File: src/hdl/efcd_pkg.sv
// efcd_pkg: shared types, constants and the step table of the flux block
`default_nettype none
package efcd_pkg;

	localparam int MAX_POINTS = 65536;
	localparam int INDEX_CAP_INT = ((MAX_POINTS - 1) < 65535) ? (MAX_POINTS - 1) : 65535;
	localparam logic [15:0] INDEX_CAP = 16'(INDEX_CAP_INT);

	localparam logic [31:0] GAMMA_RESET = 32'h3FB3_3333;
	localparam logic [31:0] F_ONE       = 32'h3F80_0000;
	localparam logic [31:0] F_HALF      = 32'h3F00_0000;
	localparam logic [31:0] F_QNAN      = 32'h7FC0_0000;

	typedef logic [1:0] fop_t;
	localparam fop_t FOP_ADD = 2'd0;
	localparam fop_t FOP_SUB = 2'd1;
	localparam fop_t FOP_MUL = 2'd2;
	localparam fop_t FOP_DIV = 2'd3;

	typedef logic [2:0] kind_t;
	localparam kind_t K_FOP       = 3'd0;
	localparam kind_t K_CHK_J     = 3'd1;
	localparam kind_t K_CHK_LAST  = 3'd2;
	localparam kind_t K_EMIT_MID  = 3'd3;
	localparam kind_t K_EMIT_WRAP = 3'd4;
	localparam kind_t K_EMIT_COPY = 3'd5;
	localparam kind_t K_DONE      = 3'd6;

	typedef logic [4:0] src_t;
	localparam src_t SRC_RHO  = 5'd0;
	localparam src_t SRC_MOM  = 5'd1;
	localparam src_t SRC_EN   = 5'd2;
	localparam src_t SRC_X    = 5'd3;
	localparam src_t SRC_GAM  = 5'd4;
	localparam src_t SRC_ONE  = 5'd5;
	localparam src_t SRC_HALF = 5'd6;
	localparam src_t SRC_T0   = 5'd7;
	localparam src_t SRC_T1   = 5'd8;
	localparam src_t SRC_T2   = 5'd9;
	localparam src_t SRC_T3   = 5'd10;
	localparam src_t SRC_T4   = 5'd11;
	localparam src_t SRC_T5   = 5'd12;
	localparam src_t SRC_NF1  = 5'd13;
	localparam src_t SRC_NF2  = 5'd14;
	localparam src_t SRC_FW00 = 5'd15;
	localparam src_t SRC_FW01 = 5'd16;
	localparam src_t SRC_FW02 = 5'd17;
	localparam src_t SRC_FW10 = 5'd18;
	localparam src_t SRC_FW11 = 5'd19;
	localparam src_t SRC_FW12 = 5'd20;
	localparam src_t SRC_FSP0 = 5'd21;
	localparam src_t SRC_FSP1 = 5'd22;
	localparam src_t SRC_FSP2 = 5'd23;
	localparam src_t SRC_PW0  = 5'd24;
	localparam src_t SRC_PW1  = 5'd25;
	localparam src_t SRC_PF0  = 5'd26;
	localparam src_t SRC_PF1  = 5'd27;

	typedef logic [3:0] dst_t;
	localparam dst_t DST_T0  = 4'd0;
	localparam dst_t DST_T1  = 4'd1;
	localparam dst_t DST_T2  = 4'd2;
	localparam dst_t DST_T3  = 4'd3;
	localparam dst_t DST_T4  = 4'd4;
	localparam dst_t DST_T5  = 4'd5;
	localparam dst_t DST_NF1 = 4'd6;
	localparam dst_t DST_NF2 = 4'd7;
	localparam dst_t DST_D0  = 4'd8;
	localparam dst_t DST_D1  = 4'd9;
	localparam dst_t DST_D2  = 4'd10;

	typedef logic [5:0] step_t;
	localparam step_t STEP_LAST = 6'd34;

	typedef struct packed {
		kind_t kind;
		fop_t  fop;
		src_t  src_a;
		src_t  src_b;
		logic  neg_a;
		dst_t  dst;
	} uop_t;

	typedef struct packed {
		logic  capture;
		logic  start;
		logic  write;
		logic  load_out;
		logic  update;
		kind_t kind;
		fop_t  fop;
		src_t  src_a;
		src_t  src_b;
		logic  neg_a;
		dst_t  dst;
	} cmd_t;

	typedef struct packed {
		logic fpu_done;
		logic j_ge2;
		logic last;
	} sts_t;

	function automatic uop_t mk(kind_t k, fop_t f, src_t a, src_t b, logic n, dst_t d);
		uop_t u;
		u.kind  = k;
		u.fop   = f;
		u.src_a = a;
		u.src_b = b;
		u.neg_a = n;
		u.dst   = d;
		return u;
	endfunction

	function automatic uop_t ctl(kind_t k);
		return mk(k, FOP_ADD, SRC_RHO, SRC_RHO, 1'b0, DST_T0);
	endfunction

	function automatic uop_t uop_at(step_t s);
		uop_t u;
		unique case (s)
			// pressure and fluxes of the new point
			6'd0:  u = mk(K_FOP, FOP_DIV, SRC_MOM,  SRC_RHO,  1'b0, DST_T0);
			6'd1:  u = mk(K_FOP, FOP_DIV, SRC_EN,   SRC_RHO,  1'b0, DST_T1);
			6'd2:  u = mk(K_FOP, FOP_SUB, SRC_GAM,  SRC_ONE,  1'b0, DST_T2);
			6'd3:  u = mk(K_FOP, FOP_MUL, SRC_T2,   SRC_RHO,  1'b0, DST_T2);
			6'd4:  u = mk(K_FOP, FOP_MUL, SRC_HALF, SRC_T0,   1'b0, DST_T3);
			6'd5:  u = mk(K_FOP, FOP_MUL, SRC_T3,   SRC_T0,   1'b0, DST_T3);
			6'd6:  u = mk(K_FOP, FOP_SUB, SRC_T1,   SRC_T3,   1'b0, DST_T3);
			6'd7:  u = mk(K_FOP, FOP_MUL, SRC_T2,   SRC_T3,   1'b0, DST_T2);
			6'd8:  u = mk(K_FOP, FOP_MUL, SRC_MOM,  SRC_T0,   1'b0, DST_T3);
			6'd9:  u = mk(K_FOP, FOP_ADD, SRC_T3,   SRC_T2,   1'b0, DST_NF1);
			6'd10: u = mk(K_FOP, FOP_ADD, SRC_EN,   SRC_T2,   1'b0, DST_T3);
			6'd11: u = mk(K_FOP, FOP_MUL, SRC_T0,   SRC_T3,   1'b0, DST_NF2);
			6'd12: u = ctl(K_CHK_J);
			// interior point j-1
			6'd13: u = mk(K_FOP, FOP_SUB, SRC_X,    SRC_PW1,  1'b0, DST_T4);
			6'd14: u = mk(K_FOP, FOP_DIV, SRC_ONE,  SRC_T4,   1'b0, DST_T4);
			6'd15: u = mk(K_FOP, FOP_SUB, SRC_MOM,  SRC_FW10, 1'b0, DST_T5);
			6'd16: u = mk(K_FOP, FOP_MUL, SRC_T5,   SRC_T4,   1'b1, DST_D0);
			6'd17: u = mk(K_FOP, FOP_SUB, SRC_NF1,  SRC_FW11, 1'b0, DST_T5);
			6'd18: u = mk(K_FOP, FOP_MUL, SRC_T5,   SRC_T4,   1'b1, DST_D1);
			6'd19: u = mk(K_FOP, FOP_SUB, SRC_NF2,  SRC_FW12, 1'b0, DST_T5);
			6'd20: u = mk(K_FOP, FOP_MUL, SRC_T5,   SRC_T4,   1'b1, DST_D2);
			6'd21: u = ctl(K_EMIT_MID);
			6'd22: u = ctl(K_CHK_LAST);
			// periodic wrap point
			6'd23: u = mk(K_FOP, FOP_SUB, SRC_X,    SRC_PW0,  1'b0, DST_T4);
			6'd24: u = mk(K_FOP, FOP_SUB, SRC_PF1,  SRC_PF0,  1'b0, DST_T5);
			6'd25: u = mk(K_FOP, FOP_ADD, SRC_T4,   SRC_T5,   1'b0, DST_T4);
			6'd26: u = mk(K_FOP, FOP_SUB, SRC_FSP0, SRC_FW00, 1'b0, DST_T5);
			6'd27: u = mk(K_FOP, FOP_DIV, SRC_T5,   SRC_T4,   1'b1, DST_D0);
			6'd28: u = mk(K_FOP, FOP_SUB, SRC_FSP1, SRC_FW01, 1'b0, DST_T5);
			6'd29: u = mk(K_FOP, FOP_DIV, SRC_T5,   SRC_T4,   1'b1, DST_D1);
			6'd30: u = mk(K_FOP, FOP_SUB, SRC_FSP2, SRC_FW02, 1'b0, DST_T5);
			6'd31: u = mk(K_FOP, FOP_DIV, SRC_T5,   SRC_T4,   1'b1, DST_D2);
			6'd32: u = ctl(K_EMIT_WRAP);
			6'd33: u = ctl(K_EMIT_COPY);
			default: u = ctl(K_DONE);
		endcase
		return u;
	endfunction

endpackage
`default_nettype wire

File: src/hdl/efcd_fpu.sv
// efcd_fpu: shared single-precision add, subtract, multiply and iterative divide
`default_nettype none
module efcd_fpu (
	input  wire logic            clk,
	input  wire logic            arst_n,
	input  wire logic            start,
	input  wire efcd_pkg::fop_t  op,
	input  wire logic [31:0]     a,
	input  wire logic [31:0]     b,
	output logic                 done,
	output logic [31:0]          result
);
	import efcd_pkg::*;

	localparam logic [2:0] F_IDLE   = 3'd0;
	localparam logic [2:0] F_PRE    = 3'd1;
	localparam logic [2:0] F_DIV    = 3'd2;
	localparam logic [2:0] F_NORM   = 3'd3;
	localparam logic [2:0] F_DENORM = 3'd4;
	localparam logic [2:0] F_ROUND  = 3'd5;

	logic [2:0]         st_q;
	logic               done_q;
	logic [31:0]        res_q;
	logic               sgn_q;
	logic signed [11:0] exp_q;
	logic [47:0]        r_q;
	logic [23:0]        ma_q, mb_q;
	logic signed [11:0] ea_q, eb_q;
	logic [25:0]        rem_q;
	logic [25:0]        quo_q;
	logic [4:0]         cnt_q;

	// operand unpack
	logic               sa, sb;
	logic [7:0]         fa, fb;
	logic [22:0]        ta, tb;
	logic               nan_a, nan_b, inf_a, inf_b, zero_a, zero_b;
	logic [23:0]        ma, mb;
	logic signed [11:0] ea, eb;

	assign sa = a[31];
	assign sb = b[31] ^ (op == FOP_SUB);
	assign fa = a[30:23];
	assign fb = b[30:23];
	assign ta = a[22:0];
	assign tb = b[22:0];
	assign nan_a  = (fa == 8'hFF) && (ta != 23'd0);
	assign nan_b  = (fb == 8'hFF) && (tb != 23'd0);
	assign inf_a  = (fa == 8'hFF) && (ta == 23'd0);
	assign inf_b  = (fb == 8'hFF) && (tb == 23'd0);
	assign zero_a = (fa == 8'd0) && (ta == 23'd0);
	assign zero_b = (fb == 8'd0) && (tb == 23'd0);
	assign ma = {fa != 8'd0, ta};
	assign mb = {fb != 8'd0, tb};
	assign ea = (fa == 8'd0) ? 12'sd1 : $signed({4'd0, fa});
	assign eb = (fb == 8'd0) ? 12'sd1 : $signed({4'd0, fb});

	// special operands
	logic        spec;
	logic [31:0] spec_res;

	always_comb begin
		spec     = 1'b0;
		spec_res = F_QNAN;
		case (op)
			FOP_ADD, FOP_SUB: begin
				if (nan_a || nan_b || (inf_a && inf_b && (sa != sb))) begin
					spec = 1'b1;
				end else if (inf_a) begin
					spec     = 1'b1;
					spec_res = {sa, 8'hFF, 23'd0};
				end else if (inf_b) begin
					spec     = 1'b1;
					spec_res = {sb, 8'hFF, 23'd0};
				end
			end
			FOP_MUL: begin
				if (nan_a || nan_b || (inf_a && zero_b) || (zero_a && inf_b)) begin
					spec = 1'b1;
				end else if (inf_a || inf_b) begin
					spec     = 1'b1;
					spec_res = {sa ^ sb, 8'hFF, 23'd0};
				end else if (zero_a || zero_b) begin
					spec     = 1'b1;
					spec_res = {sa ^ sb, 31'd0};
				end
			end
			default: begin
				if (nan_a || nan_b || (zero_a && zero_b) || (inf_a && inf_b)) begin
					spec = 1'b1;
				end else if (inf_a || zero_b) begin
					spec     = 1'b1;
					spec_res = {sa ^ sb, 8'hFF, 23'd0};
				end else if (zero_a || inf_b) begin
					spec     = 1'b1;
					spec_res = {sa ^ sb, 31'd0};
				end
			end
		endcase
	end

	// add alignment
	logic               a_ge;
	logic [23:0]        mx, my;
	logic signed [11:0] ex, ey, dexp;
	logic               sx, sy;
	logic [5:0]         ash;
	logic [47:0]        ybig, yal, xal, asum;
	logic               ystk;

	always_comb begin
		a_ge = a[30:0] >= b[30:0];
		mx   = a_ge ? ma : mb;
		my   = a_ge ? mb : ma;
		ex   = a_ge ? ea : eb;
		ey   = a_ge ? eb : ea;
		sx   = a_ge ? sa : sb;
		sy   = a_ge ? sb : sa;
		dexp = ex - ey;
		ash  = (dexp > 12'sd48) ? 6'd48 : dexp[5:0];
		ybig = {1'b0, my, 23'd0};
		ystk = |(ybig & ~({48{1'b1}} << ash));
		yal  = (ybig >> ash) | {47'd0, ystk};
		xal  = {1'b0, mx, 23'd0};
		asum = (sx ^ sy) ? (xal - yal) : (xal + yal);
	end

	logic [47:0] mprod;
	assign mprod = ma * mb;

	// divide step
	logic        dge;
	logic [25:0] rem_sub, remn, qn;

	always_comb begin
		dge     = rem_q >= {2'd0, mb_q};
		rem_sub = dge ? (rem_q - {2'd0, mb_q}) : rem_q;
		remn    = {rem_sub[24:0], 1'b0};
		qn      = {quo_q[24:0], dge};
	end

	// subnormal shift
	logic signed [11:0] one_minus;
	logic [5:0]         dsh;
	logic [47:0]        rden;
	logic               dstk;

	always_comb begin
		one_minus = 12'sd1 - exp_q;
		dsh       = (one_minus > 12'sd48) ? 6'd48 : one_minus[5:0];
		dstk      = |(r_q & ~({48{1'b1}} << dsh));
		rden      = (r_q >> dsh) | {47'd0, dstk};
	end

	// round to nearest even
	logic [23:0]        mant, mant_f;
	logic [24:0]        m25;
	logic               up;
	logic signed [11:0] e2;
	logic [31:0]        rnd_res;

	always_comb begin
		mant   = r_q[46:23];
		up     = r_q[22] & ((|r_q[21:0]) | mant[0]);
		m25    = {1'b0, mant} + {24'd0, up};
		mant_f = m25[24] ? m25[24:1] : m25[23:0];
		e2     = exp_q + (m25[24] ? 12'sd1 : 12'sd0);
		if (e2 >= 12'sd255) begin
			rnd_res = {sgn_q, 8'hFF, 23'd0};
		end else begin
			rnd_res = {sgn_q, mant_f[23] ? e2[7:0] : 8'd0, mant_f[22:0]};
		end
	end

	always_ff @(posedge clk or negedge arst_n) begin
		if (!arst_n) begin
			st_q   <= F_IDLE;
			done_q <= 1'b0;
			res_q  <= '0;
			sgn_q  <= 1'b0;
			exp_q  <= '0;
			r_q    <= '0;
			ma_q   <= '0;
			mb_q   <= '0;
			ea_q   <= '0;
			eb_q   <= '0;
			rem_q  <= '0;
			quo_q  <= '0;
			cnt_q  <= '0;
		end else begin
			done_q <= 1'b0;
			unique case (st_q)
				F_IDLE: begin
					if (start) begin
						if (spec) begin
							res_q  <= spec_res;
							done_q <= 1'b1;
						end else begin
							case (op)
								FOP_ADD, FOP_SUB: begin
									r_q   <= asum;
									exp_q <= ex;
									sgn_q <= (asum == 48'd0) ? (sx & sy) : sx;
									st_q  <= F_NORM;
								end
								FOP_MUL: begin
									r_q   <= mprod;
									exp_q <= ea + eb - 12'sd127;
									sgn_q <= sa ^ sb;
									st_q  <= F_NORM;
								end
								default: begin
									ma_q  <= ma;
									mb_q  <= mb;
									ea_q  <= ea;
									eb_q  <= eb;
									sgn_q <= sa ^ sb;
									st_q  <= F_PRE;
								end
							endcase
						end
					end
				end
				F_PRE: begin
					if (!ma_q[23]) begin
						ma_q <= {ma_q[22:0], 1'b0};
						ea_q <= ea_q - 12'sd1;
					end
					if (!mb_q[23]) begin
						mb_q <= {mb_q[22:0], 1'b0};
						eb_q <= eb_q - 12'sd1;
					end
					if (ma_q[23] && mb_q[23]) begin
						rem_q <= {2'd0, ma_q};
						quo_q <= '0;
						cnt_q <= '0;
						st_q  <= F_DIV;
					end
				end
				F_DIV: begin
					rem_q <= remn;
					quo_q <= qn;
					cnt_q <= cnt_q + 5'd1;
					if (cnt_q == 5'd25) begin
						r_q   <= {1'b0, qn, 20'd0, remn != 26'd0};
						exp_q <= ea_q - eb_q + 12'sd127;
						st_q  <= F_NORM;
					end
				end
				F_NORM: begin
					if (r_q == 48'd0) begin
						res_q  <= {sgn_q, 31'd0};
						done_q <= 1'b1;
						st_q   <= F_IDLE;
					end else if (r_q[47]) begin
						r_q   <= {1'b0, r_q[47:2], r_q[1] | r_q[0]};
						exp_q <= exp_q + 12'sd1;
					end else if (!r_q[46]) begin
						if (r_q[47:39] == 9'd0) begin
							r_q   <= {r_q[39:0], 8'd0};
							exp_q <= exp_q - 12'sd8;
						end else begin
							r_q   <= {r_q[46:0], 1'b0};
							exp_q <= exp_q - 12'sd1;
						end
					end else begin
						st_q <= F_DENORM;
					end
				end
				F_DENORM: begin
					if (exp_q < 12'sd1) begin
						r_q   <= rden;
						exp_q <= 12'sd1;
					end
					st_q <= F_ROUND;
				end
				F_ROUND: begin
					res_q  <= rnd_res;
					done_q <= 1'b1;
					st_q   <= F_IDLE;
				end
				default: st_q <= F_IDLE;
			endcase
		end
	end

	assign done   = done_q;
	assign result = res_q;

endmodule
`default_nettype wire

File: src/hdl/efcd_datapath.sv
// efcd_datapath: operand and window registers, the shared float unit and the output register
`default_nettype none
module efcd_datapath (
	input  wire logic           clk,
	input  wire logic           arst_n,
	input  wire logic           cfg_write_en,
	input  wire logic [31:0]    cfg_write_data,
	input  wire logic [31:0]    density_bits,
	input  wire logic [31:0]    momentum_bits,
	input  wire logic [31:0]    energy_bits,
	input  wire logic [31:0]    position_bits,
	input  wire logic           last_point,
	input  wire efcd_pkg::cmd_t cmd,
	output efcd_pkg::sts_t      sts,
	output logic [15:0]         point_index,
	output logic [31:0]         d_density_bits,
	output logic [31:0]         d_momentum_bits,
	output logic [31:0]         d_energy_bits,
	output logic                last_result
);
	import efcd_pkg::*;

	logic [31:0] gam_q;
	logic [15:0] count_q;
	logic [31:0] rho_q, mom_q, en_q, x_q;
	logic        last_q;
	logic [31:0] t0_q, t1_q, t2_q, t3_q, t4_q, t5_q;
	logic [31:0] nf1_q, nf2_q;
	logic [31:0] d0_q, d1_q, d2_q;
	logic [31:0] fw00_q, fw01_q, fw02_q, fw10_q, fw11_q, fw12_q;
	logic [31:0] fsp0_q, fsp1_q, fsp2_q;
	logic [31:0] pw0_q, pw1_q, pf0_q, pf1_q;
	logic [15:0] idx_q;
	logic [31:0] od0_q, od1_q, od2_q;
	logic        olast_q;

	logic [31:0] srcv [32];
	logic [31:0] opa, opb, opa_n, fres;
	logic        fdone;

	always_comb begin
		for (int i = 0; i < 32; i++) begin
			srcv[i] = '0;
		end
		srcv[SRC_RHO]  = rho_q;
		srcv[SRC_MOM]  = mom_q;
		srcv[SRC_EN]   = en_q;
		srcv[SRC_X]    = x_q;
		srcv[SRC_GAM]  = gam_q;
		srcv[SRC_ONE]  = F_ONE;
		srcv[SRC_HALF] = F_HALF;
		srcv[SRC_T0]   = t0_q;
		srcv[SRC_T1]   = t1_q;
		srcv[SRC_T2]   = t2_q;
		srcv[SRC_T3]   = t3_q;
		srcv[SRC_T4]   = t4_q;
		srcv[SRC_T5]   = t5_q;
		srcv[SRC_NF1]  = nf1_q;
		srcv[SRC_NF2]  = nf2_q;
		srcv[SRC_FW00] = fw00_q;
		srcv[SRC_FW01] = fw01_q;
		srcv[SRC_FW02] = fw02_q;
		srcv[SRC_FW10] = fw10_q;
		srcv[SRC_FW11] = fw11_q;
		srcv[SRC_FW12] = fw12_q;
		srcv[SRC_FSP0] = fsp0_q;
		srcv[SRC_FSP1] = fsp1_q;
		srcv[SRC_FSP2] = fsp2_q;
		srcv[SRC_PW0]  = pw0_q;
		srcv[SRC_PW1]  = pw1_q;
		srcv[SRC_PF0]  = pf0_q;
		srcv[SRC_PF1]  = pf1_q;
	end

	assign opa   = srcv[cmd.src_a];
	assign opb   = srcv[cmd.src_b];
	assign opa_n = cmd.neg_a ? {~opa[31], opa[30:0]} : opa;

	efcd_fpu u_fpu (
		.clk    (clk),
		.arst_n (arst_n),
		.start  (cmd.start),
		.op     (cmd.fop),
		.a      (opa_n),
		.b      (opb),
		.done   (fdone),
		.result (fres)
	);

	always_ff @(posedge clk or negedge arst_n) begin
		if (!arst_n) begin
			gam_q   <= GAMMA_RESET;
			count_q <= '0;
		end else begin
			if (cfg_write_en) begin
				gam_q <= cfg_write_data;
			end
			if (cmd.update) begin
				if (last_q) begin
					count_q <= '0;
				end else if (count_q < INDEX_CAP) begin
					count_q <= count_q + 16'd1;
				end
			end
		end
	end

	always_ff @(posedge clk) begin
		if (cmd.capture) begin
			rho_q  <= density_bits;
			mom_q  <= momentum_bits;
			en_q   <= energy_bits;
			x_q    <= position_bits;
			last_q <= last_point;
		end
		if (cmd.write) begin
			case (cmd.dst)
				DST_T0:  t0_q  <= fres;
				DST_T1:  t1_q  <= fres;
				DST_T2:  t2_q  <= fres;
				DST_T3:  t3_q  <= fres;
				DST_T4:  t4_q  <= fres;
				DST_T5:  t5_q  <= fres;
				DST_NF1: nf1_q <= fres;
				DST_NF2: nf2_q <= fres;
				DST_D0:  d0_q  <= fres;
				DST_D1:  d1_q  <= fres;
				DST_D2:  d2_q  <= fres;
				default: ;
			endcase
		end
		if (cmd.load_out) begin
			od0_q <= d0_q;
			od1_q <= d1_q;
			od2_q <= d2_q;
			case (cmd.kind)
				K_EMIT_MID: begin
					idx_q   <= count_q - 16'd1;
					olast_q <= 1'b0;
				end
				K_EMIT_WRAP: begin
					idx_q   <= '0;
					olast_q <= 1'b0;
				end
				default: begin
					idx_q   <= count_q;
					olast_q <= 1'b1;
				end
			endcase
		end
		if (cmd.update) begin
			fw10_q <= fw00_q;
			fw11_q <= fw01_q;
			fw12_q <= fw02_q;
			fw00_q <= mom_q;
			fw01_q <= nf1_q;
			fw02_q <= nf2_q;
			pw1_q  <= pw0_q;
			pw0_q  <= x_q;
			if (count_q == 16'd0) begin
				pf0_q <= x_q;
			end
			if (count_q == 16'd1) begin
				pf1_q  <= x_q;
				fsp0_q <= mom_q;
				fsp1_q <= nf1_q;
				fsp2_q <= nf2_q;
			end
		end
	end

	assign sts.fpu_done = fdone;
	assign sts.j_ge2    = count_q >= 16'd2;
	assign sts.last     = last_q;

	assign point_index     = idx_q;
	assign d_density_bits  = od0_q;
	assign d_momentum_bits = od1_q;
	assign d_energy_bits   = od2_q;
	assign last_result     = olast_q;

endmodule
`default_nettype wire

File: src/hdl/efcd_ctrl.sv
// efcd_ctrl: sequencer that walks the step table and runs both handshakes
`default_nettype none
module efcd_ctrl (
	input  wire logic           clk,
	input  wire logic           arst_n,
	input  wire logic           in_valid,
	output logic                in_stall,
	output logic                out_valid,
	input  wire logic           out_stall,
	output efcd_pkg::cmd_t      cmd,
	input  wire efcd_pkg::sts_t sts
);
	import efcd_pkg::*;

	localparam logic [2:0] C_IDLE   = 3'd0;
	localparam logic [2:0] C_ISSUE  = 3'd1;
	localparam logic [2:0] C_WAIT   = 3'd2;
	localparam logic [2:0] C_EMIT   = 3'd3;
	localparam logic [2:0] C_UPDATE = 3'd4;

	logic [2:0] state_q, state_d;
	step_t      step_q, step_d;
	logic       out_valid_q, out_valid_d;
	uop_t       u;
	logic       out_free;

	assign u        = uop_at(step_q);
	assign out_free = !out_valid_q || !out_stall;
	assign in_stall = state_q != C_IDLE;

	always_comb begin
		state_d      = state_q;
		step_d       = step_q;
		out_valid_d  = out_valid_q && out_stall;
		cmd.capture  = 1'b0;
		cmd.start    = 1'b0;
		cmd.write    = 1'b0;
		cmd.load_out = 1'b0;
		cmd.update   = 1'b0;
		cmd.kind     = u.kind;
		cmd.fop      = u.fop;
		cmd.src_a    = u.src_a;
		cmd.src_b    = u.src_b;
		cmd.neg_a    = u.neg_a;
		cmd.dst      = u.dst;
		unique case (state_q)
			C_IDLE: begin
				if (in_valid) begin
					cmd.capture = 1'b1;
					step_d      = '0;
					state_d     = C_ISSUE;
				end
			end
			C_ISSUE: begin
				unique case (u.kind)
					K_FOP: begin
						cmd.start = 1'b1;
						state_d   = C_WAIT;
					end
					K_CHK_J: begin
						if (sts.j_ge2) step_d = step_q + 6'd1;
						else state_d = C_UPDATE;
					end
					K_CHK_LAST: begin
						if (sts.last) step_d = step_q + 6'd1;
						else state_d = C_UPDATE;
					end
					K_EMIT_MID, K_EMIT_WRAP, K_EMIT_COPY: state_d = C_EMIT;
					default: state_d = C_UPDATE;
				endcase
			end
			C_WAIT: begin
				if (sts.fpu_done) begin
					cmd.write = 1'b1;
					step_d    = step_q + 6'd1;
					state_d   = C_ISSUE;
				end
			end
			C_EMIT: begin
				if (out_free) begin
					cmd.load_out = 1'b1;
					out_valid_d  = 1'b1;
					step_d       = step_q + 6'd1;
					state_d      = C_ISSUE;
				end
			end
			C_UPDATE: begin
				cmd.update = 1'b1;
				state_d    = C_IDLE;
			end
			default: state_d = C_IDLE;
		endcase
	end

	always_ff @(posedge clk or negedge arst_n) begin
		if (!arst_n) begin
			state_q     <= C_IDLE;
			step_q      <= '0;
			out_valid_q <= 1'b0;
		end else begin
			state_q     <= state_d;
			step_q      <= step_d;
			out_valid_q <= out_valid_d;
		end
	end

	assign out_valid = out_valid_q;

	a_done_in_wait: assert property (@(posedge clk) disable iff (!arst_n)
		sts.fpu_done |-> state_q == C_WAIT)
		else $error("float unit finished outside the wait state");

	a_load_when_free: assert property (@(posedge clk) disable iff (!arst_n)
		cmd.load_out |-> (!out_valid_q || !out_stall))
		else $error("output register overwritten while a request was pending");

	a_accept_starts: assert property (@(posedge clk) disable iff (!arst_n)
		(in_valid && !in_stall) |=> (state_q == C_ISSUE && step_q == 6'd0))
		else $error("accepted request did not start the step sequence");

	a_step_range: assert property (@(posedge clk) disable iff (!arst_n)
		state_q != C_IDLE |-> step_q <= STEP_LAST)
		else $error("step counter ran past the table");

endmodule
`default_nettype wire

File: src/hdl/euler_flux_central_difference.sv
// euler_flux_central_difference: top level of the 1-d periodic euler right-hand-side block
// One request is one grid point (density, momentum, energy, position as single-precision
// words). All arithmetic runs on one shared float unit driven by a step sequencer. A divide
// is a 26-step restoring divider, run after subnormal operands are prenormalised. A new point
// is taken once the previous one is finished, while its last result may still sit in the
// output register. Results: point j gives the right-hand side of point j-1; the last point
// also gives point 0 and then point N-1 (a copy of point 0, with last_result set). Grids of
// fewer than three points give no results. Gamma (the heat ratio) is written through
// cfg_write_en / cfg_write_data and resets to 1.4; the user must write it only while the
// block is idle, which the block itself does not enforce.
`default_nettype none
module euler_flux_central_difference (
	input  wire logic        clk,
	input  wire logic        arst_n,
	input  wire logic        cfg_write_en,
	input  wire logic [31:0] cfg_write_data,
	input  wire logic        in_valid,
	output logic             in_stall,
	input  wire logic [31:0] density_bits,
	input  wire logic [31:0] momentum_bits,
	input  wire logic [31:0] energy_bits,
	input  wire logic [31:0] position_bits,
	input  wire logic        last_point,
	output logic             out_valid,
	input  wire logic        out_stall,
	output logic [15:0]      point_index,
	output logic [31:0]      d_density_bits,
	output logic [31:0]      d_momentum_bits,
	output logic [31:0]      d_energy_bits,
	output logic             last_result
);
	import efcd_pkg::*;

	cmd_t cmd;
	sts_t sts;

	efcd_ctrl u_ctrl (
		.clk       (clk),
		.arst_n    (arst_n),
		.in_valid  (in_valid),
		.in_stall  (in_stall),
		.out_valid (out_valid),
		.out_stall (out_stall),
		.cmd       (cmd),
		.sts       (sts)
	);

	efcd_datapath u_dp (
		.clk             (clk),
		.arst_n          (arst_n),
		.cfg_write_en    (cfg_write_en),
		.cfg_write_data  (cfg_write_data),
		.density_bits    (density_bits),
		.momentum_bits   (momentum_bits),
		.energy_bits     (energy_bits),
		.position_bits   (position_bits),
		.last_point      (last_point),
		.cmd             (cmd),
		.sts             (sts),
		.point_index     (point_index),
		.d_density_bits  (d_density_bits),
		.d_momentum_bits (d_momentum_bits),
		.d_energy_bits   (d_energy_bits),
		.last_result     (last_result)
	);

endmodule
`default_nettype wire
File: config.mk
export PLATFORM = sky130hd
export DESIGN_NAME = euler_flux_central_difference
export DESIGN_NICKNAME = d
export VERILOG_FILES = /design/src/hdl/efcd_pkg.sv /design/src/hdl/efcd_fpu.sv /design/src/hdl/efcd_datapath.sv /design/src/hdl/efcd_ctrl.sv /design/src/hdl/euler_flux_central_difference.sv
export SDC_FILE = /design/constraint.sdc
export NUM_CORES = 2
export LEC_CHECK = 0
export BUFFER_PORTS_ARGS = -buffer_cell sky130_fd_sc_hd__buf_2
export CAP_MARGIN = 20
export CORE_MARGIN = 2
export CORE_UTILIZATION = 35
export CTS_CLUSTER_DIAMETER = 150
export DETAILED_ROUTE_END_ITERATION = 12
export HOLD_SLACK_MARGIN = 0.02
export SYNTH_ARGS = -nofsm -noshare
export SYNTH_HDL_FRONTEND = slang
export SYNTH_SLANG_ARGS = --single-unit
File: constraint.sdc
create_clock -name clk -period 20.6 [get_ports clk]
set_input_delay 4.12 -clock clk [delete_from_list [all_inputs] [get_ports clk]]
set_output_delay 4.12 -clock clk [all_outputs]
set_load 0.02 [all_outputs]
After elaboration in Yosys (flattened, before gate mapping) --
Memories as Yosys holds them, arrays and structs flattened. Cells that the tools add are included.
Word-level totals: output and inout port bits 115, memories kept 1, logic and storage cells 382, register bits after elaboration 1293, input port bits 166, memory bits (read-only) 1280
Memory list:
- (name not given) | depth 64, bits a word 20, read ports 1, clocked after memory_dff 0, wr ports 0, RTL line efcd_pkg.sv:121 | unique case (s)
Operators by class: reduce and logical (&&, ||, !) cells 83, multipliers 1, magnitude comparators 10, multiplexer cells 137, add/subtract/negate cells 20, bitwise operators 17, shift operators 4, eq/ne operators 54
Operator list (number):
- $mux 32 | 17
- $mux 48 | 9
- $bmux 32 s5 | 2
- $mux 24 | 11
- $mux 12 | 16
- $pmux 48 s4 | 1
- $logic_not 48->1 | 2
- $not 48->48 | 2
- $or 48x1->48 | 2
- $pmux 24 s2 | 2
- $pmux 32 s3 | 1
- $pmux 48 s2 | 1
- $reduce_or 48->1 | 2
- $shl 48x6->48 const A | 2
- $pmux 12 s2 | 3
- $pmux 32 s2 | 1
- $pmux 26 s2 | 1
- $mux 25 | 2
- $pmux 25 s2 | 1
- $add 47x48->48 | 1
- $and 47x48->48 | 1
- $and 48x48->48 | 1
- $mul 24x24->48 | 1
- $pmux 12 s4 | 1
- 94 further kinds | 243

Longest topological paths before layout --
An unclocked memory read counts as a cell.
word-level depth 24, depth in mapped cells 75, gate-level depth less buffers 60

Modules after synthesis --
Synthesis repeated with hierarchy kept, for this count alone.
Second synthesis, totals: cell total of the unflattened synthesis 8637, area total of the unflattened synthesis 93950.1 µm²
Modules (own cells, without submodules):
- efcd_fpu | area an instance 46549.6 µm², seq. area each 5630.4 µm², cells an instance 6079, times used 1
- efcd_datapath | area an instance 45909.0 µm², seq. area each 31554.0 µm², cells an instance 2344, times used 1
- efcd_ctrl | area an instance 1491.4 µm², seq. area each 250.2 µm², cells an instance 214, times used 1

Worst setup path before layout --
OpenSTA, ideal clock, no wires.
path kind flip-flop to flip-flop, from reg u_ctrl.step_q[0], to reg u_dp.u_fpu.sgn_q, stages on the path, launching flop included 72, clock period less this slack 15.090 ns, required time 20.522 ns, path slack 5.510 ns, arrival time 15.012 ns, setup time 0.078 ns, path buffers 16, path through dfrtp_1 -> buf_2 -> inv_1 -> ha_1 -> clkbuf_1 -> nor2b_1 -> o31a_2 -> nor2_4 -> buf_6 -> buf_2 -> buf_2 -> buf_2 -> nand2_1 -> a311o_1 -> nand4_1 -> nand2_1 -> inv_1 -> clkbuf_1 -> [... 36 more ...] -> o21ai_0 -> a21oi_1 -> o21ai_0 -> a21oi_1 -> o21ai_0 -> a21oi_1 -> a21oi_1 -> a221oi_1 -> a221o_1 -> a221oi_1 -> o21a_1 -> a31oi_1 -> xor2_1 -> nand3b_1 -> or4_1 -> nor4b_2 -> a41oi_1 -> a21oi_1
On the way: cells in the longest elaborated chain, start to end 22, elaborated cells between the ends (all ways) 90, classes of those cells 3 x add/sub; 2 x order compare; 5 x eq/ne; 2 x shift; 31 x mux; 11 x bitwise; 35 x reduce/logical; 1 x memory
RTL lines:
- start: declaration | RTL line efcd_ctrl.sv:22 | step_t step_q, step_d;
- start signal: assignment | RTL line efcd_ctrl.sv:102 | step_q <= step_d;
- $mem_v2 64x20 (*)
- branches (longest 21 deep; another with $ge 31x31->1)
- end signal: assignment | RTL line efcd_fpu.sv:204 | sgn_q <= (asum == 48'd0) ? (sx & sy) : sx;
- end signal: assignment | RTL line efcd_fpu.sv:210 | sgn_q <= sa ^ sb;
- end signal: assignment | RTL line efcd_fpu.sv:218 | sgn_q <= sa ^ sb;
- end: declaration | RTL line efcd_fpu.sv:25 | logic sgn_q;
Mark *: on every way between the ends. The select of a mux whose other input is x is not followed. A chain may end at the register's enable or synchronous reset.

Worst setup path in the final report --
Same ends and word-level chain as after synthesis.

==> run_results.csv <==
group,metric,value,unit
outcome,outcome,"finished, final reports clean",
clock_tree,cts_tree,"done",
layout,area_growth,11.79,%
setup_path,rr_worst_depth,56,
logic_synthesis,synth_xor_area_share,1.511,%
placement,place_congestion,1.038,
detailed_routing,vias,87920,
worst_hold_path,whs_path_depth,0,
placement,io_buffers,280,
setup_path,worst_ep_required_time,21.30,ns
setup_path,cp_slowest_stage_delay,0.88,ns
clock_tree,cts-htree-levels,4,
global_routing,antenna_found_initial,30,
floorplan,rows,192,
clock_tree,root_buffer,"clkbuf_16",
layout,final_util,39.30,%
detailed_routing,avgViaCountPerCell,6.410,
global_routing,grt_pass1_wl,669.4,mm
sta,timing.hold.ws,0.4101,ns
sta,min_period_over_period,88.57,%
clock_tree,cts_inserted_buffers,157,
logic_synthesis,syn-num-nets,10920,
setup_path,end_kind,"flip-flop",
detailed_routing,routedWlPerCell,35.20,um
logic_synthesis,synth_compound_area_share,17.22,%
layout,final_common_cell,"nand2_1",
layout,multi_input_area,53130,um^2
global_routing,grt_pass1_vias,84550,
sta,drv_slew,0,
logic_synthesis,synth_edf_count,1010,
logic_synthesis,synth_top_family_by_area,"compound AO/OA/AOI/OAI gates",
floorplan,core,273600,um^2
clock_tree,cts_hold_buf,0,
layout,nNetsFinal,11010,
global_routing,grt_overflow,0,
worst_hold_path,min-delay-start,"u_dp.d1_q[13]$_DFFE_PP_",
logic_synthesis,syn_area_per_cell,9.723,um^2
sta,period_minus_slack,18.24,ns
logic_synthesis,synth_seq_area_share,38.91,%
sta,rsz0062_at_grt,"no",
worst_hold_path,min_to,"u_dp.d_momentum_bits[13]$_DFFE_PP_",
logic_synthesis,ys_types,138,
detailed_routing,drt_pass1_iterations,7,
logic_synthesis,syn_area,96200,um^2
logic_synthesis,ys_warn_count,0,
floorplan,pin_count,281,
setup_path,reg2reg_from,"u_ctrl.step_q[0]$_DFFE_PN0P_",
run,maxCapViolations,0,
sta,fin_tns_setup,0,ns
sta,relSlewSlack,7.440,%
logic_synthesis,synth_fa_ha_area_share,15.02,%
sta,finalSetupViolations,0,
global_routing,grt_max_degree,97,
setup_path,r2r_slack,2.36,ns
clock_tree,cts.repair.resized,0,
clock_tree,clk_pin_slew,0.06,ns
worst_hold_path,min_path_type,"flip-flop to flip-flop",
logic_synthesis,muxShareOfSynthArea,6.111,%
layout,final_cell_mix,"1,465 x nand2_1, 1,010 x edfxtp_1, 753 x inv_1, 622 x nor2_1, 487 x fa_1",
logic_synthesis,yosys.area_share.simple,14.80,%
global_routing,grtUsageTotal,33.61,%
placement,hpwl,353.2,mm
layout,largest_register,"u_dp.u_fpu.r_q",
clock_tree,clkSinkCount,1293,
layout,fillers,26810,
sta,worst_pin_slew,1.384,ns
floorplan,die_h,528.3,um
clock_tree,clk_path_buf_depth,4,
clock_tree,post_cts_buffers,0,
clock_tree,clock_latency,0.89,ns
sta,skew,0.1227,ns
logic_synthesis,async_flop_share,21.89,%
sta,hold_viol,0,
layout,regArea,37440,um^2
setup_path,crit_top_cell,"a21oi_1",
setup_path,cp-start-kind,"flip-flop",
floorplan,fp.dieArea,279100,um^2
detailed_routing,ant_nets,0,
logic_synthesis,synthCells,9894,
floorplan,die_w,528.3,um
detailed_routing,drt-initial-drc-count,13500,
layout,drive_gt1_share,12.51,%
logic_synthesis,ys_ff_latch,1293,
layout,largest_reg_flops,48,
sta,max_freq,0.05481,GHz
setup_path,crit_fanout,66,
detailed_routing,wl,482.8,mm
detailed_routing,drcViolationCount,0,
setup_path,crit_arrival,18.95,ns
floorplan,start_util,35.16,%
logic_synthesis,synthFlopType,"edfxtp_1",
setup_path,worstSetupPathType,"flip-flop to flip-flop",
setup_path,r2r-end,"u_dp.u_fpu.sgn_q$_DFFE_PN0P_",
setup_path,cpMaxStageDelayCell,"dfrtp_1",
[layout make-up]
| cell class | count | area share (%) |
|---|---|---|
| diodes | 21 | 0.04887 |
| clock buffers | 205 | 4.056 |
| clock inverters | 82 | 0.7818 |
| inverters | 774 | 2.709 |
| multi-input cells | 7116 | 49.41 |
| flip-flops and latches | 1293 | 34.81 |
| well taps | 3589 | 4.176 |
| repair buffers | 636 | 4.012 |
[cells by family (layout without fill, tap and decap cells)]
logic type | after synthesis | after routing
flops | 1293 | 1293
buf+inv | 1485 | 1697
other cells | 0 | 21
xor+xnor | 166 | 166
compound gates | 2375 | 2375
mux | 540 | 540
simple gates | 3172 | 3172
fa+ha+maj | 863 | 863
[through the flow]
stage,cell area (um^2),cells,setup slack [ns]
final,107500,13720,2.355
after global routing,107500,13700,1.454
after CTS,107300,13690,2.860
after detailed placement,102100,13400,3.004
after global placement,102100,13400,3.009
after floorplan,96200,9894,5.510
[worst max-delay path: cells and delay by family, from the launching register on]
| family | cells | cell delay (ns) |
|---|---|---|
| flip-flops | 1 | 0.88 |
| multiplexers | 2 | 1.30 |
| adder cells (fa/ha/maj) | 4 | 1.80 |
| AO/OA/AOI/OAI | 31 | 8.08 |
| AND/OR/NAND/NOR | 13 | 3.80 |
| XOR/XNOR | 1 | 0.21 |
| buffers and inverters | 5 | 1.83 |
[Yosys cell counts (28+ instances only)]
| cell type | n | area, um^2 |
|---|---|---|
| nand2_1 | 1473 | 5529 |
| edfxtp_1 | 1010 | 30330 |
| inv_1 | 754 | 2830 |
| nor2_1 | 648 | 2432 |
| o21ai_0 | 489 | 2447 |
| fa_1 | 487 | 9749 |
| clkbuf_1 | 449 | 1685 |
| a21oi_1 | 443 | 2217 |
| mux2i_1 | 420 | 4204 |
| ha_1 | 375 | 4692 |
| nand3_1 | 313 | 1567 |
| dfrtp_1 | 264 | 6606 |
| nor3_1 | 173 | 865.8 |
| a211oi_1 | 126 | 945.9 |
| a31oi_1 | 121 | 757.0 |
| and3_1 | 117 | 732.0 |
| o22ai_1 | 115 | 719.4 |
| buf_2 | 107 | 535.5 |
| a22oi_1 | 103 | 773.2 |
| xnor2_1 | 94 | 823.3 |
| nor4_1 | 85 | 531.8 |
| mux2_2 | 83 | 934.7 |
| nand4_1 | 82 | 513.0 |
| a221oi_1 | 80 | 700.7 |
| o211ai_1 | 78 | 585.6 |
| o221ai_1 | 73 | 639.4 |
| xor2_1 | 72 | 630.6 |
| buf_4 | 68 | 510.5 |
| a21o_1 | 59 | 442.9 |
| buf_1 | 58 | 217.7 |
| a2111oi_0 | 54 | 473.0 |
| nor2b_1 | 44 | 275.3 |
| a221o_1 | 39 | 390.4 |
| a32oi_1 | 39 | 341.6 |
| o31ai_1 | 39 | 292.8 |
| a22o_1 | 34 | 297.8 |
| or3_1 | 34 | 212.7 |
| nand2b_1 | 33 | 206.5 |
| o2111ai_1 | 32 | 280.3 |
| o21a_1 | 30 | 225.2 |
| a21boi_0 | 28 | 210.2 |
| buf_6 | 28 | 315.3 |
| mux4_2 | 28 | 630.6 |
[worst max path at each step]
stage	from	endpoint	cells past startpoint
floorplan	u_ctrl.step_q[0]$_DFFE_PN0P_	u_dp.u_fpu.sgn_q$_DFFE_PN0P_	71
global placement	u_ctrl.step_q[0]$_DFFE_PN0P_	u_dp.u_fpu.sgn_q$_DFFE_PN0P_	58
detailed placement	u_ctrl.step_q[0]$_DFFE_PN0P_	u_dp.u_fpu.sgn_q$_DFFE_PN0P_	55
CTS	u_ctrl.step_q[0]$_DFFE_PN0P_	u_dp.u_fpu.sgn_q$_DFFE_PN0P_	55
global route	u_ctrl.step_q[0]$_DFFE_PN0P_	u_dp.u_fpu.sgn_q$_DFFE_PN0P_	58
finish	u_ctrl.step_q[0]$_DFFE_PN0P_	u_dp.u_fpu.sgn_q$_DFFE_PN0P_	56
[routing by layer]
metal,GRT usage [%],share of wire [%],vias to the layer above,wire length (um)
met5,0,0.040,-,192
met4,21.06,7.7,26,37310
met3,9.244,12,1501,56720
met2,49.91,42,6393,204000
met1,43.16,38,43980,184600
li1,-,-,36020,-
Power is left out: the tool's default activity adds up to more than one toggle a clock period on the data nets, which glitch-free logic cannot reach.
